$ cat src/dtms_pkg.sv
// ============================================================================
// dtms_pkg: shared types and constants for the duration text parser
// Character codes, parser phases, unit codes and the end-of-string snapshot
// that passes from the parser to the result stage.
// ============================================================================
`default_nettype none

package dtms_pkg;

    // Width of the saturating integer accumulator.
    localparam int ACC_BITS = 40;
    // Quotient of the accumulator by 1000; 1000 > 2^9, so nine bits fewer do.
    localparam int QUO_BITS = ACC_BITS - 9;
    // Rounded microsecond sum, wide enough for the quotient and a 32-bit compare.
    localparam int US_BITS  = (QUO_BITS + 1 > 33) ? QUO_BITS + 1 : 33;

    localparam logic [ACC_BITS-1:0] ACC_MAX = '1;
    localparam logic [QUO_BITS-1:0] QUO_SAT = QUO_BITS'(ACC_MAX / 1000);
    localparam logic [9:0]          REM_SAT = 10'(ACC_MAX % 1000);

    localparam logic [31:0] MSEC_MAX  = 32'h7FFF_FFFF;
    localparam logic [31:0] MSEC_ERR  = 32'hFFFF_FFFF;
    localparam logic [21:0] SEC_LIMIT = 22'd2147484;
    localparam logic [9:0]  MS_PER_S  = 10'd1000;
    localparam logic [9:0]  HALF_MS   = 10'd500;
    localparam logic [3:0]  HALF_DIG  = 4'd5;

    localparam logic [7:0] CH_NUL   = 8'h00;
    localparam logic [7:0] CH_TAB   = 8'h09;
    localparam logic [7:0] CH_LF    = 8'h0A;
    localparam logic [7:0] CH_FF    = 8'h0C;
    localparam logic [7:0] CH_CR    = 8'h0D;
    localparam logic [7:0] CH_SPACE = 8'h20;
    localparam logic [7:0] CH_DOT   = 8'h2E;
    localparam logic [7:0] CH_0     = 8'h30;
    localparam logic [7:0] CH_9     = 8'h39;
    localparam logic [7:0] CH_M_UP  = 8'h4D;
    localparam logic [7:0] CH_S_UP  = 8'h53;
    localparam logic [7:0] CH_U_UP  = 8'h55;
    localparam logic [7:0] CH_M_LO  = 8'h6D;
    localparam logic [7:0] CH_S_LO  = 8'h73;
    localparam logic [7:0] CH_U_LO  = 8'h75;

    typedef enum logic [2:0] {
        PH_LEAD = 3'd0,
        PH_INT  = 3'd1,
        PH_FRAC = 3'd2,
        PH_SKIP = 3'd3,
        PH_POST = 3'd4,
        PH_UM   = 3'd5,
        PH_UU   = 3'd6,
        PH_DONE = 3'd7
    } phase_t;

    typedef enum logic [1:0] {
        UNIT_S  = 2'd0,
        UNIT_MS = 2'd1,
        UNIT_US = 2'd2
    } unit_t;

    // Parse state as it stands at the end of one string.
    typedef struct packed {
        logic                failed;
        unit_t               unit;
        logic [ACC_BITS-1:0] int_value;
        logic [QUO_BITS-1:0] quo;
        logic [9:0]          rem;
        logic [9:0]          frac_digits;
        logic [1:0]          frac_count;
        logic [3:0]          round_digit;
    } fin_t;

    // Weight that brings the held fraction digits to thousandths.
    function automatic logic [9:0] frac_scale(input logic [1:0] count);
        logic [9:0] s;
        unique case (count)
            2'd0:    s = 10'd1000;
            2'd1:    s = 10'd100;
            2'd2:    s = 10'd10;
            default: s = 10'd1;
        endcase
        return s;
    endfunction

endpackage

`default_nettype wire

$ cat src/duration_text_to_msec.sv
// ============================================================================
// duration_text_to_msec: duration string to rounded milliseconds
// Channel    Dir  Signals                              Transfer
// item       in   ch[7:0], last                        item_valid & item_ready
// result     out  msec[31:0] (signed)                  msec_valid & msec_ready
//
// One character is taken every cycle unless the stages ahead stall; only a
// character marked last makes a result. The transfer of its final character
// fills the input register, then the parse state and snapshot are registered,
// then the result register.
// Reset clears the parse state and all valid flags; no clearing pass.
// A stalled result holds the snapshot, then a final character in the input register, then ready.
// ============================================================================
`default_nettype none

module duration_text_to_msec (
    input  wire logic               clk,
    input  wire logic               rst_n,
    input  wire logic [7:0]         ch,
    input  wire logic               last,
    input  wire logic               item_valid,
    output logic                    item_ready,
    output logic signed [31:0]      msec,
    output logic                    msec_valid,
    input  wire logic               msec_ready
);
    import dtms_pkg::*;

    logic               in_valid_reg;
    logic [7:0]         ch_reg;
    logic               last_reg;
    logic               take;
    logic               fin_valid;
    logic               fin_ready;
    fin_t               fin;
    logic               out_en;
    logic               out_valid_reg;
    logic signed [31:0] msec_reg;
    logic [31:0]        msec_next;

    logic [9:0]         frac_ms;
    logic [32:0]        sec_sum;
    logic [US_BITS-1:0] us_sum;

    assign item_ready = !in_valid_reg || take;
    assign out_en     = !out_valid_reg || msec_ready;
    assign fin_ready  = !fin_valid || out_en;
    assign msec       = msec_reg;
    assign msec_valid = out_valid_reg;

    always_ff @(posedge clk or negedge rst_n)
    begin
        if (!rst_n)
            in_valid_reg <= 1'b0;
        else if (item_valid && item_ready)
            in_valid_reg <= 1'b1;
        else if (take)
            in_valid_reg <= 1'b0;
    end

    always_ff @(posedge clk)
    begin
        if (item_valid && item_ready)
        begin
            ch_reg   <= ch;
            last_reg <= last;
        end
    end

    dtms_parse u_parse (
        .clk        (clk),
        .rst_n      (rst_n),
        .item_valid (in_valid_reg),
        .item_ch    (ch_reg),
        .item_last  (last_reg),
        .fin_ready  (fin_ready),
        .item_take  (take),
        .fin_valid  (fin_valid),
        .fin        (fin)
    );

    always_comb
    begin
        // Held fraction digits never exceed 999 thousandths.
        frac_ms = 10'(fin.frac_digits * frac_scale(fin.frac_count));
        sec_sum = 33'(fin.int_value[21:0]) * 33'(MS_PER_S) + 33'(frac_ms)
                + 33'(fin.round_digit >= HALF_DIG);
        us_sum  = US_BITS'(fin.quo) + US_BITS'(fin.rem >= HALF_MS);

        if (fin.failed)
            msec_next = MSEC_ERR;
        else
        begin
            unique case (fin.unit)
                UNIT_MS:
                begin
                    if (fin.int_value >= ACC_BITS'(MSEC_MAX))
                        msec_next = MSEC_MAX;
                    else
                        msec_next = 32'(fin.int_value[30:0]) + 32'(frac_ms >= HALF_MS);
                end
                UNIT_US:
                begin
                    if (us_sum > US_BITS'(MSEC_MAX))
                        msec_next = MSEC_MAX;
                    else
                        msec_next = us_sum[31:0];
                end
                default:
                begin
                    if (fin.int_value >= ACC_BITS'(SEC_LIMIT))
                        msec_next = MSEC_MAX;
                    else if (sec_sum > 33'(MSEC_MAX))
                        msec_next = MSEC_MAX;
                    else
                        msec_next = sec_sum[31:0];
                end
            endcase
        end
    end

    always_ff @(posedge clk or negedge rst_n)
    begin
        if (!rst_n)
            out_valid_reg <= 1'b0;
        else if (out_en)
            out_valid_reg <= fin_valid;
    end

    always_ff @(posedge clk)
    begin
        if (out_en && fin_valid)
            msec_reg <= msec_next;
    end

`ifndef SYNTHESIS
    a_msec_range: assert property (@(posedge clk) disable iff (!rst_n)
        out_valid_reg |-> (msec_reg == -32'sd1) || !msec_reg[31])
        else $error("result below -1");

    a_fin_held: assert property (@(posedge clk) disable iff (!rst_n)
        fin_valid && !out_en |=> fin_valid && $stable(fin))
        else $error("end-of-string snapshot lost under stall");

    a_take_valid: assert property (@(posedge clk) disable iff (!rst_n)
        take |-> in_valid_reg)
        else $error("character consumed from an empty input register");
`endif

endmodule

`default_nettype wire

$ cat src/dtms_parse.sv
// ============================================================================
// dtms_parse: character-level parser
// Updates the parse state with one character per cycle (a final character waits while
// a snapshot is held) and, on the final character, registers the snapshot and clears.
// ============================================================================
`default_nettype none

module dtms_parse (
    input  wire logic          clk,
    input  wire logic          rst_n,
    input  wire logic          item_valid,
    input  wire logic [7:0]    item_ch,
    input  wire logic          item_last,
    input  wire logic          fin_ready,
    output logic               item_take,
    output logic               fin_valid,
    output dtms_pkg::fin_t     fin
);
    import dtms_pkg::*;

    phase_t              phase_reg, phase_next;
    logic [ACC_BITS-1:0] int_value_reg, int_value_next;
    logic [QUO_BITS-1:0] quo_reg, quo_next;
    logic [9:0]          rem_reg, rem_next;
    logic [9:0]          frac_digits_reg, frac_digits_next;
    logic [1:0]          frac_count_reg, frac_count_next;
    logic [3:0]          round_digit_reg, round_digit_next;
    unit_t               unit_reg, unit_next;
    logic                failed_reg, failed_next;
    logic                fin_valid_reg;
    fin_t                fin_reg, fin_next;

    logic                is_digit, is_space, is_dot;
    logic [3:0]          dig;
    phase_t              an_phase;
    logic                an_fail;
    logic [ACC_BITS+3:0] acc_x10;
    logic                acc_sat;
    logic [13:0]         rem_x10;
    logic [3:0]          quo_dig;
    logic [QUO_BITS+3:0] quo_x10;
    logic [13:0]         frac_x10;

    assign item_take = item_valid && (!item_last || fin_ready);
    assign fin_valid = fin_valid_reg;
    assign fin       = fin_reg;

    always_comb
    begin
        is_digit = (item_ch >= CH_0) && (item_ch <= CH_9);
        is_dot   = (item_ch == CH_DOT);
        is_space = (item_ch == CH_SPACE) || (item_ch == CH_TAB) || (item_ch == CH_LF)
                || (item_ch == CH_CR) || (item_ch == CH_FF);
        dig      = item_ch[3:0];

        // What follows a finished number: whitespace, unit letter or end; anything else fails.
        an_fail  = 1'b0;
        if (is_space)
            an_phase = PH_POST;
        else if ((item_ch == CH_M_LO) || (item_ch == CH_M_UP))
            an_phase = PH_UM;
        else if ((item_ch == CH_U_LO) || (item_ch == CH_U_UP))
            an_phase = PH_UU;
        else if (item_ch == CH_NUL)
            an_phase = PH_DONE;
        else
        begin
            an_phase = PH_DONE;
            an_fail  = 1'b1;
        end

        // Integer accumulate; the top four bits flag an overflow past the maximum.
        acc_x10 = {int_value_reg, 3'b000} + {2'b00, int_value_reg, 1'b0}
                + (ACC_BITS+4)'(dig);
        acc_sat = |acc_x10[ACC_BITS+3:ACC_BITS];

        // The quotient and remainder by 1000 follow the accumulator one digit at a time.
        rem_x10 = {rem_reg, 3'b000} + {3'b000, rem_reg, 1'b0} + 14'(dig);
        quo_dig = 4'd0;
        for (int k = 1; k <= 9; k++)
        begin
            if (rem_x10 >= 14'(k * 1000))
                quo_dig = 4'(k);
        end
        quo_x10  = {quo_reg, 3'b000} + {2'b00, quo_reg, 1'b0} + (QUO_BITS+4)'(quo_dig);
        frac_x10 = {1'b0, frac_digits_reg, 3'b000} + {3'b000, frac_digits_reg, 1'b0}
                 + 14'(dig);
    end

    always_comb
    begin
        phase_next       = phase_reg;
        int_value_next   = int_value_reg;
        quo_next         = quo_reg;
        rem_next         = rem_reg;
        frac_digits_next = frac_digits_reg;
        frac_count_next  = frac_count_reg;
        round_digit_next = round_digit_reg;
        unit_next        = unit_reg;
        failed_next      = failed_reg;

        unique case (phase_reg)
            PH_LEAD:
            begin
                if (is_digit)
                begin
                    int_value_next = ACC_BITS'(dig);
                    quo_next       = '0;
                    rem_next       = 10'(dig);
                    phase_next     = PH_INT;
                end
                else if (is_dot)
                    phase_next = PH_FRAC;
                else if (item_ch == CH_NUL)
                    phase_next = PH_DONE;
                else if (!is_space)
                begin
                    phase_next  = PH_DONE;
                    failed_next = 1'b1;
                end
            end
            PH_INT:
            begin
                if (is_digit)
                begin
                    if (acc_sat)
                    begin
                        int_value_next = ACC_MAX;
                        quo_next       = QUO_SAT;
                        rem_next       = REM_SAT;
                    end
                    else
                    begin
                        int_value_next = acc_x10[ACC_BITS-1:0];
                        quo_next       = quo_x10[QUO_BITS-1:0];
                        rem_next       = 10'(rem_x10 - 14'(quo_dig) * 14'(MS_PER_S));
                    end
                end
                else if (is_dot)
                    phase_next = PH_FRAC;
                else
                begin
                    phase_next  = an_phase;
                    failed_next = failed_reg | an_fail;
                end
            end
            PH_FRAC:
            begin
                if (is_digit)
                begin
                    if (frac_count_reg < 2'd3)
                    begin
                        frac_digits_next = frac_x10[9:0];
                        frac_count_next  = frac_count_reg + 2'd1;
                    end
                    else
                    begin
                        round_digit_next = dig;
                        phase_next       = PH_SKIP;
                    end
                end
                else if (is_dot)
                    phase_next = PH_SKIP;
                else
                begin
                    phase_next  = an_phase;
                    failed_next = failed_reg | an_fail;
                end
            end
            PH_SKIP:
            begin
                if (!is_digit && !is_dot)
                begin
                    phase_next  = an_phase;
                    failed_next = failed_reg | an_fail;
                end
            end
            PH_POST:
            begin
                phase_next  = an_phase;
                failed_next = failed_reg | an_fail;
            end
            PH_UM, PH_UU:
            begin
                phase_next = PH_DONE;
                if ((item_ch == CH_S_LO) || (item_ch == CH_S_UP))
                    unit_next = (phase_reg == PH_UM) ? UNIT_MS : UNIT_US;
                else
                    failed_next = 1'b1;
            end
            PH_DONE:
            begin
            end
            default:
            begin
            end
        endcase

        // The end of the string leaves a half-read unit as an error.
        fin_next.failed      = failed_next || (phase_next == PH_UM) || (phase_next == PH_UU);
        fin_next.unit        = unit_next;
        fin_next.int_value   = int_value_next;
        fin_next.quo         = quo_next;
        fin_next.rem         = rem_next;
        fin_next.frac_digits = frac_digits_next;
        fin_next.frac_count  = frac_count_next;
        fin_next.round_digit = round_digit_next;
    end

    always_ff @(posedge clk or negedge rst_n)
    begin
        if (!rst_n)
        begin
            phase_reg       <= PH_LEAD;
            int_value_reg   <= '0;
            quo_reg         <= '0;
            rem_reg         <= '0;
            frac_digits_reg <= '0;
            frac_count_reg  <= '0;
            round_digit_reg <= '0;
            unit_reg        <= UNIT_S;
            failed_reg      <= 1'b0;
        end
        else if (item_take)
        begin
            if (item_last)
            begin
                phase_reg       <= PH_LEAD;
                int_value_reg   <= '0;
                quo_reg         <= '0;
                rem_reg         <= '0;
                frac_digits_reg <= '0;
                frac_count_reg  <= '0;
                round_digit_reg <= '0;
                unit_reg        <= UNIT_S;
                failed_reg      <= 1'b0;
            end
            else
            begin
                phase_reg       <= phase_next;
                int_value_reg   <= int_value_next;
                quo_reg         <= quo_next;
                rem_reg         <= rem_next;
                frac_digits_reg <= frac_digits_next;
                frac_count_reg  <= frac_count_next;
                round_digit_reg <= round_digit_next;
                unit_reg        <= unit_next;
                failed_reg      <= failed_next;
            end
        end
    end

    always_ff @(posedge clk or negedge rst_n)
    begin
        if (!rst_n)
            fin_valid_reg <= 1'b0;
        else if (fin_ready)
            fin_valid_reg <= item_take && item_last;
    end

    always_ff @(posedge clk)
    begin
        if (item_take && item_last)
            fin_reg <= fin_next;
    end

`ifndef SYNTHESIS
    a_clear_after_last: assert property (@(posedge clk) disable iff (!rst_n)
        item_take && item_last |=> phase_reg == PH_LEAD && int_value_reg == '0
                                   && !failed_reg)
        else $error("parse state not cleared after the final character");

    a_rem_range: assert property (@(posedge clk) disable iff (!rst_n)
        rem_reg < MS_PER_S)
        else $error("remainder by 1000 out of range");

    a_frac_range: assert property (@(posedge clk) disable iff (!rst_n)
        frac_digits_reg < MS_PER_S)
        else $error("held fraction digits out of range");
`endif

endmodule

`default_nettype wire

$ cat config.mk
export PLATFORM = sky130hd
export DESIGN_NAME = duration_text_to_msec
export DESIGN_NICKNAME = d
export VERILOG_FILES = /design/src/dtms_pkg.sv /design/src/duration_text_to_msec.sv /design/src/dtms_parse.sv
export SDC_FILE = /design/constraint.sdc
export NUM_CORES = 1
export LEC_CHECK = 0
export BUFFER_PORTS_ARGS = -buffer_cell sky130_fd_sc_hd__buf_4
export CAP_MARGIN = 20
export CORE_UTILIZATION = 55
export CTS_BUF_LIST = sky130_fd_sc_hd__clkbuf_16
export CTS_CLUSTER_SIZE = 16
export DETAILED_ROUTE_END_ITERATION = 6
export PLACE_DENSITY = 0.71
export SLEW_MARGIN = 30
export SYNTH_ARGS = -nofsm -noshare
export SYNTH_HDL_FRONTEND = slang
export SYNTH_SLANG_ARGS = --single-unit
$ cat constraint.sdc
create_clock -name clk -period 20.4 [get_ports clk]
set_input_delay 0 -clock clk [delete_from_list [all_inputs] [get_ports clk]]
set_output_delay 0 -clock clk [all_outputs]
set_load 0.01 [all_outputs]
======== Yosys cells after proc, flatten, opt, wreduce, memory -nomap -nowiden ========
Index checks and enable logic that the tools add are counted.
operators by class
  reductions and logical operators ........ 32
  magnitude comparators ................... 19
  mux-type cells .......................... 77
  add/subtract/negate cells ............... 14
  $mul .................................... 3
  equal/unequal tests ..................... 24
  bitwise operators ....................... 1
operators with widths
  operator               count
  $mux 40                4
  $mux 32                4
  $mux 31                4
  $mux 10                8
  $pmux 40 s2            1
  $add 31x1->32          2
  $pmux 32 s2            1
  $pmux 31 s2            1
  $ge 14x13->1 const B   4
  $mux 3                 17
  $eq 8x7->1 const B     6
  $add 43x41->44         1
  $add 44x4->44          1
  $ge 40x22->1 const B   1
  $ge 40x31->1 const B   1
  $add 32x10->33         1
  $add 33x1->33          1
  $gt 33x31->1 const B   1
  $eq 8x4->1 const B     4
  $gt 32x31->1 const B   1
  $add 31x31->31         1
  $add 31x4->31          1
  $pmux 10 s3            1
  $mul 22x7->29 const B  1
  other kinds (39)       102
word-level totals
  logic and storage cells ................. 193
  flip-flop bits (word level) ............. 247

======== Depth between registers and ports, before layout ========
Gate-level depths: netlist of the first run.
  word-level depth ........................ 18
  depth in mapped cells ................... 32

======== Modules after synthesis ========
From an unflattened synthesis of the first run, not the netlist that was laid out.
second synthesis, totals
  cell total of the unflattened synthesis .. 2661
  area, all modules ....................... 24255.8 um2
by module, submodules not included
  module                 area each (um2)  cells each  instances
  dtms_parse             14806.7          1578        1
  duration_text_to_msec  9449.1           1083        1

======== Worst setup path after synthesis of the first run ========
OpenSTA, ideal clock, no wires.
  kind .................................... register to register
  start point ............................. register ch_reg[3]
  end point ............................... register u_parse.fin_reg, in the netlist u_parse.fin[56] (data pin)
  cell stages (with the launch flop) ...... 30
  period minus slack after synthesis ...... 6.709 ns
  arrival time ............................ 6.577 ns
  buffers on the path ..................... 1
  slack ................................... 13.691 ns
  cells stage by stage .................... edfxtp_1 > clkbuf_1 > inv_1 > fa_1 > fa_1 > nor2b_1 > o2111a_1 > o31ai_1 > a32oi_1 > a2bb2oi_1 > o21bai_1 > nor2_1 > a21oi_1 > inv_1 > nor2_1 > ha_1 > ha_1 > inv_1 > fa_1 > nor2b_1 > o31ai_1 > a21oi_1 > o21ai_0 > o21ai_1 > o21a_1 > a41oi_1 > o21ai_0 > or4_1 > nand4_1 > a22o_1
RTL lines
  element                 RTL line                     text
  from (decl)             duration_text_to_msec.sv:30  logic [7:0] ch_reg;
  from (signal assigned)  duration_text_to_msec.sv:65  ch_reg <= ch;
  to (signal assigned)    dtms_parse.sv:264            fin_reg <= fin_next;
  to (decl)               dtms_parse.sv:31             fin_t fin_reg, fin_next;

==> key figures, run 1 <==
Synthesis
  – Adder-cell share of the synthesized area: approximately 25%
  – Area contributors post-synth: edfxtp_1 18%, ha_1 15%, dfrtp_1 11%
  – Syn Area/Cell: 9.33 µm²
  – Top_reg_cell synth: edfxtp_1
  – Area leader, netlist: edfxtp_1
  – Post-synthesis xor/xnor area fraction: 6.80%
  – Synth async-reset ratio: 43.3%
  – Distinct cells, synth: 87
  – Simple-Gate Fraction of Synth Area: between 10% and 20%
  – Mapped Nets: 2969
  – Synth warn: 0
  – Sequential-to-total area share from yosys stat: between 20% and 30%
  – Synth Area in Compound Gates: approximately a fifth
  – Post-synthesis cell count: ~2.6k
  – Synthesized cell area: 23800 µm²
  – Proportion of synthesized area in mux cells: less than 1%
  – Post-synth top area share: between 10% and 20%
  – Post-synth EDFFs: 139
  – Largest family of logic cells by synthesized area: adder cells
  – #FFs+latches synth: 245

STA
  – Setup violators final: 0
  – RSZ-0062 raised after global routing: false
  – Final worst path period share: 38.1%
  – Fin. max-slew vios: 0
  – Worst-Margin Slew: between 1000 and 1500 ps
  – Slew headroom: 29.8%
  – Clock skew: ~22 ps
  – Min cycle time layout: just under 8000 ps
  – Worst hold margin: 35.8 ps
  – Final Hold Violating Endpoints: 0
  – Final TNS setup: 0 ps
  – Peak Freq: 129 MHz

Final layout
  – Multi-input gate area: 16100 µm²
  – Max reg flops: 98
  – Design Area, Final: between 20000 and 30000 µm²
  – Share of cells above drive strength 1: around 6.6%
  – # fillers: 3619
  – Layout area overhead: 7.91%
  – Nets: 2969
  – FF/Latch Area: 6830 µm²
  – Ant diodes: 0

Floorplan
  – Core box area: 42300 µm²
  – I/O pin cnt: 47
  – DIE WIDTH: 210 µm
  – Starting Density: 56.3%
  – Total Die Area: 44200 µm²
  – Num rows: 75
  – DIE HEIGHT: roughly 210 µm

Setup path
  – Startpoint Class: register
  – Worst Path Arrival: 8210 ps
  – CP bufs+invs: 3
  – R2R Path Start: ch_reg[3]$_DFFE_PP_
  – R2R depth: 28
  – Crit path largest cell delay: 640 ps
  – Worst path top cell family by delay: compound AO/OA/AOI/OAI gates
  – WS Path Type: reg -> reg
  – Reg2reg end: u_parse.fin[56]$_DFFE_PP_
  – CP max-delay cell: edfxtp_1
  – R2R Setup Slk: 12630 ps
  – Worst Path Required: 20840 ps
  – Crit-path max FO: 12
  – Worst setup EP type: register

Pwr
  – Sequential share of power: 30.3%
  – Clock group share of total power: 28.1%
  – Combinational share of power: 41.5%
  – Pint: 1140 µW
  – Maximum VDD drop: 0.0517 mV
  – PwrDens: 71.8 nW/µm²
  – Sw Pwr: 704 µW
  – Switching Share: 38.1%
  – Leak: between 0.01 and 0.015 µW

Place
  – Dpl hpwl: 44900 µm
  – PortBufs: 46
  – Routability cong.: 0.903
  – Placed cell area: about 25000 µm²

Clock network
  – Max Root-Sink Buffers: 3
  – Clock Latency Late Sink: 580 ps
  – Post-CTS Resized: 0
  – Sinks on Clock Net: between 200 and 250
  – TritonCTS clock tree: built
  – Clk root buf: clkbuf_16
  – Clock slew at reported path FFs: 60 ps
  – CTS buffer count: 28
  – Maximum level of the CTS H-tree: 1

Global route
  – Congestion Overflow GR: 0
  – Number of global-route vias before repair: 18.9k
  – All-layer global routing usage: between 20% and 30%
  – Largest net degree at the start of global routing: 88
  – Global-route wire length before repair: 97500 µm
  – Initial antenna violation count: 0

Routing
  – Vias: 19.3k
  – Routed WL: roughly 60000 µm
  – Antenna viol nets, final: 0
  – Via density per instance: 6.13
  – # DRC: 0
  – DR WL/cell: 18.9 µm
  – Initial DRC count: 1556
  – Initial DRT Pass Iterations: 7

Status
  – Status: complete, no violations

Job
  – MaxCap Viol Count: 0

Worst hold path
  – Hold WC Path Type: in -> async
## cells in the mapped netlist, types with 54 or more instances
cell type and count:
a21o_1 54, a21oi_1 137, a22o_1 80, clkbuf_1 82, dfrtp_1 106, edfxtp_1 139
fa_1 108, ha_1 295, inv_1 147, nand2_1 263, nand3_1 59, nor2_1 166
o21ai_0 179, xnor2_1 114, xor2_1 71
## worst max path at each step
stage	startpoint	endpoint	slack, ps	cells past startpoint
after floorplan	ch_reg[3]$_DFFE_PP_	u_parse.fin[56]$_DFFE_PP_	13690	29
after global placement	ch_reg[3]$_DFFE_PP_	u_parse.fin[56]$_DFFE_PP_	12890	28
after detailed placement	ch_reg[3]$_DFFE_PP_	u_parse.fin[56]$_DFFE_PP_	12730	28
after CTS	ch_reg[3]$_DFFE_PP_	u_parse.fin[56]$_DFFE_PP_	12700	28
after global routing	ch_reg[3]$_DFFE_PP_	u_parse.fin[56]$_DFFE_PP_	11960	28
final	ch_reg[3]$_DFFE_PP_	u_parse.fin[56]$_DFFE_PP_	12630	28
## logic make-up (layout without fill, tap and decap cells)
group,count (synthesis),in the layout
xor+xnor,185,185
mux,15,15
flops,245,245
fa+ha+maj,403,403
compound gates,701,701
simple gates,755,755
buf+inv,249,271
## layer usage
metal | global-route usage (%) | up-vias | routed length, µm
met1 | 38.5 | 9447 | 28000
met5 | 0 | - | 0
met2 | 43.7 | 474 | 27300
li1 | - | 9294 | -
met4 | 7.68 | 0 | 1460
met3 | 3.46 | 99 | 2950
## power by group through the flow
stage	logic (µW)	clock network (µW)	registers (µW)
global placement	734	0	570
finish	766	519	560
global route	843	547	562
CTS	760	527	560
detailed placement	753	0	570
floorplan	590	0	562
## timing repair
item / 4_1_cts / 5_1_grt
buffers inserted: 0 / 0
hold buffers: 13 / 0
hold endpoints to repair: 62 / 0
## layout by cell type, fill, tap and decap left out, drive strengths merged, types with 39 or more instances in the layout
| cell | n |
|---|---|
| a21o | 54 |
| a21oi | 156 |
| a22o | 80 |
| and3 | 39 |
| buf | 59 |
| dfrtp | 106 |
| edfxtp | 139 |
| fa | 108 |
| ha | 295 |
| inv | 155 |
| nand2 | 263 |
| nand3 | 60 |
| nand4 | 39 |
| nor2 | 166 |
| o21ai | 194 |
| xnor2 | 114 |
| xor2 | 71 |
## per-stage QoR
step / util [%] / setup WS, ps / total power [µW] / cells
detailed placement: 58.2 / 12730 / 1320 / 3087
global route: 60.8 / 11960 / 1950 / 3152
floorplan: - / 13690 / 1150 / 2553
global placement: 58.1 / 12890 / 1300 / 3086
CTS: 60.8 / 12700 / 1850 / 3152
finish: 60.8 / 12630 / 1850 / 3152
## cell type report
class	count	area share, %
Clock buffer	29	2.82
Clock inverter	23	0.832
Inverter	147	2.16
Multi-Input combinational cell	2059	62.5
Sequential cell	245	26.5
Tap cell	577	2.81
Timing Repair Buffer	72	2.32
(Power assumes the default switching activity.)
==> run 2: changes to the inputs <==
Settings changed: ABC_AREA from default to 1.
Clock period 20.4 ns to 8 ns, I/O delays scaled along.
==> run 2 against run 1 <==
Largest power group unchanged; cell count increased by 26%; highest routed layer is now met5; area after synthesis increased by 6.8%; non-clock buffer count unchanged; count of clock-buffer cells in the layout unchanged; first-iteration DRC count increased by 12%; synthesized cell count increased by 30%; via count increased by 15%; worst setup slack got worse by 12000 ps.
==> key figures, run 2 <==
Status
  – Status: complete, no violations (unchanged)

Setup path
  – CP max-delay cell: fa_1 (was edfxtp_1)
  – WS Path Type: reg -> reg (unchanged)
  – Worst Path Arrival: 7730 ps (was 8210 ps)
  – Crit path largest cell delay: 570 ps (was 640 ps)
  – Worst setup EP type: register (unchanged)
  – Crit-path max FO: 9 (was 12)
  – R2R Setup Slk: 590 ps (was 12630 ps)
  – Worst Path Required: 8320 ps (was 20840 ps)
  – Startpoint Class: register (unchanged)
  – Most frequent CP cell: nand2_1

Clock network
  – # Post-CTS Setup Buffers: 0 (unchanged)
  – Max Root-Sink Buffers: 3 (unchanged)
  – Clk root buf: clkbuf_16 (unchanged)
  – Clock Latency Late Sink: 580 ps (about the same)
  – Sinks on Clock Net: 245 (unchanged)
  – CTS buffer count: 29 (was 28)
  – Maximum level of the CTS H-tree: 1 (unchanged)
  – Clock slew at reported path FFs: 60 ps (about the same)
  – TritonCTS clock tree: built (unchanged)

Place
  – Dpl hpwl: 53600 µm (was 44900 µm)
  – PortBufs: 46 (unchanged)
  – Routability cong.: 0.985 (was 0.903)
  – Placed cell area: 26400 µm² (was 24600 µm²)
  – Setup WS pre-CTS: 561 ps (was 12730 ps)

Final layout
  – Share of cells above drive strength 1: 6.93% (was 6.64%)
  – Layout area overhead: 8.09% (was 7.91%)
  – Max reg flops: 98 (unchanged)
  – Ant diodes: 0 (unchanged)
  – Commonest non-fill, non-tap cell in the layout: nand2_1 (was ha_1)
  – Nets: 3755 (was 2969)
  – # fillers: 4091 (was 3619)
  – Most frequent cells in the layout: 772 x nand2_1, 437 x inv_1, 297 x nor2_1, 293 x ha_1, 253 x o21ai_0 (was 293 x ha_1, 262 x nand2_1, 179 x o21ai_0, 164 x nor2_1, 150 x inv_1)
  – Design Area, Final: 27500 µm² (was 25700 µm²)

Synthesis
  – Post-synthesis cell count: 3308 (was 2553)
  – Sequential-to-total area share from yosys stat: 26.8% (was 28.6%)
  – Largest family of logic cells by synthesized area: simple AND/OR/NAND/NOR gates (was adder cells)
  – Area contributors post-synth: edfxtp_1 16%, ha_1 15%, nand2_1 11% (was edfxtp_1 18%, ha_1 15%, dfrtp_1 11%)
  – Distinct cells, synth: 63 (was 87)
  – Synth warn: 0 (unchanged)
  – Area leader, netlist: edfxtp_1 (unchanged)
  – Simple-Gate Fraction of Synth Area: 23.5% (was 15.3%)
  – Post-synth top area share: 16.4% (was 17.5%)
  – Synth async-reset ratio: 43.3% (unchanged)
  – Synthesized cell area: 25500 µm² (was 23800 µm²)
  – Count leader, synth: nand2_1 (was ha_1)
  – Synth top cells by count: 773 x nand2_1, 433 x inv_1, 302 x nor2_1 (was 295 x ha_1, 263 x nand2_1, 179 x o21ai_0)
  – Synth Area in Compound Gates: 12.8% (was 19.9%)
  – Adder-cell share of the synthesized area: 23.0% (was 24.6%)
  – Post-synth EDFFs: 139 (unchanged)
  – Top_reg_cell synth: edfxtp_1 (unchanged)
  – #FFs+latches synth: 245 (unchanged)
  – Post-synthesis xor/xnor area fraction: 5.97% (was 6.80%)
  – Syn Area/Cell: 7.69 µm² (was 9.33 µm²)
  – Mapped Nets: 3724 (was 2969)
  – Proportion of synthesized area in mux cells: 0% (was 0.704%)

Pwr
  – Sw Pwr: 2800 µW (was 704 µW)
  – Sequential share of power: 23.7% (was 30.3%)
  – Pint: 3280 µW (was 1140 µW)
  – Leak: 0.0134 µW (was 0.0116 µW)
  – PwrDens: 221 nW/µm² (was 71.8 nW/µm²)
  – Maximum VDD drop: 0.372 mV (was 0.0517 mV)
  – Clock group share of total power: 23.0% (was 28.1%)
  – Combinational share of power: 53.2% (was 41.5%)
  – Switching Share: 46.1% (was 38.1%)

Global route
  – Global-route wire length before repair: 113000 µm (was 97500 µm)
  – All-layer global routing usage: 29.8% (was 27.2%)
  – Number of global-route vias before repair: 22.2k (was 18.9k)
  – Initial antenna violation count: 1 (was 0)
  – Congestion Overflow GR: 0 (unchanged)
  – Largest net degree at the start of global routing: 81 (was 88)

STA
  – Final WS setup: 589 ps (was 12630 ps)
  – Final TNS setup: 0 ps (unchanged)
  – Final Hold Violating Endpoints: 0 (unchanged)
  – Worst-Margin Slew: 955 ps (was 1050 ps)
  – Clock skew: 20.4 ps (was 22.3 ps)
  – Setup violators final: 0 (unchanged)
  – Final worst path period share: 92.6% (was 38.1%)
  – Min cycle time layout: 7410 ps (was 7770 ps)
  – Peak Freq: 135 MHz (was 129 MHz)
  – RSZ-0062 raised after global routing: false (unchanged)
  – Slew headroom: 36.3% (was 29.8%)
  – Fin. max-slew vios: 0 (unchanged)

Worst hold path
  – Hold WC Path Type: in -> async (unchanged)

Routing
  – # DRC: 0 (unchanged)
  – Routed WL: 69400 µm (was 59600 µm)
  – DR WL/cell: 17.5 µm (was 18.9 µm)
  – Initial DRT Pass Iterations: 6 (was 7)
  – Via density per instance: 5.61 (was 6.13)
  – Antenna viol nets, final: 0 (unchanged)
  – Initial DRC count: 1743 (was 1556)
  – Vias: 22.2k (was 19.3k)

Floorplan
  – DIE WIDTH: 217 µm (was 210 µm)
  – DIE HEIGHT: 217 µm (was 210 µm)
  – Num rows: 78 (was 75)
  – Starting Density: 56.0% (was 56.3%)
  – Total Die Area: 47100 µm² (was 44200 µm²)
  – I/O pin cnt: 47 (unchanged)
  – Core box area: 45500 µm² (was 42300 µm²)

Job
  – MaxCap Viol Count: 0 (unchanged)
-- run 2: through the flow --
| step | util, % | hold WS, ps | power [µW] | instances |
|---|---|---|---|---|
| global route | 60.5 | 146 | 6510 | 3962 |
| detailed placement | 58.0 | 120 | 4670 | 3896 |
| finish | 60.5 | 117 | 6080 | 3962 |
| CTS | 60.5 | 105 | 6090 | 3962 |
| floorplan | - | -296 | 3870 | 3308 |
| global placement | 57.9 | 120 | 4650 | 3895 |
-- run 2: power groups by stage --
stage          clock network (µW)  registers [µW]  logic [µW]
2_1_floorplan                   0            1450        2420
3_3_place_gp                    0            1470        3180
3_5_place_dp                    0            1470        3200
4_1_cts                      1420            1440        3230
5_1_grt                      1460            1450        3600
6_report                     1400            1440        3240
-- run 2: layout make-up --
| class | count | area [µm²] | share of cell area [%] |
|---|---|---|---|
| Multi-Input combinational cell | 2547 | 16700 | 60.6 |
| Clock buffer | 29 | 726 | 2.64 |
| Tap cell | 600 | 751 | 2.73 |
| Inverter | 444 | 1670 | 6.07 |
| Clock inverter | 25 | 282 | 1.02 |
| Timing Repair Buffer | 72 | 586 | 2.13 |
| Sequential cell | 245 | 6830 | 24.8 |
-- run 2: final timing paths --
| check | depth (start not counted) | startpoint | to |
|---|---|---|---|
| max in group asynchronous | 3 | rst_n | u_parse.frac_digits_reg[5]$_DFFE_PN0P_ |
| hold / removal | 2 | rst_n | u_parse.int_value_reg[27]$_DFFE_PN0P_ |
| hold reg to reg | 2 | u_parse.quo_reg[30]$_DFFE_PN0P_ | u_parse.quo_reg[30]$_DFFE_PN0P_ |
| setup reg to reg | 32 | u_parse.fin[5]$_DFFE_PP_ | msec[29]$_SDFFCE_PP1P_ |
| setup / recovery | 32 | u_parse.fin[5]$_DFFE_PP_ | msec[29]$_SDFFCE_PP1P_ |
| min in group clk | 2 | ch[2] | ch_reg[2]$_DFFE_PP_ |
-- run 2: cell families after synthesis --
| logic type | after synthesis |
|---|---|
| XOR/XNOR | 167 |
| buffers and inverters | 516 |
| adder cells (fa/ha/maj) | 403 |
| AO/OA/AOI/OAI | 598 |
| AND/OR/NAND/NOR | 1379 |
| flip-flops | 245 |
-- run 2: timing repair --
action,CTS,global route
endpoints found under the setup margin,0,1
endpoints found under the hold margin,75,0
hold buffers,12,0
resized for setup,0,2
-- run 2: critical path: cells and delay by family, from the launching register on --
kind	cells	cell delay, ps
buffers and inverters	3	360
adders and majority gates	6	2680
xor gates and xnor gates	5	960
and+or+nand+nor	14	2190
DFF	1	500
AOI/OAI and AO/OA	4	470
-- run 2: routing by layer --
metal	global-route usage, %	vias up	share of wire (%)
met1	40.6	10400	46
met3	2.81	132	5.2
met4	9.77	2	3.0
met2	49.9	687	46
met5	0	-	0.026
li1	-	11000	-
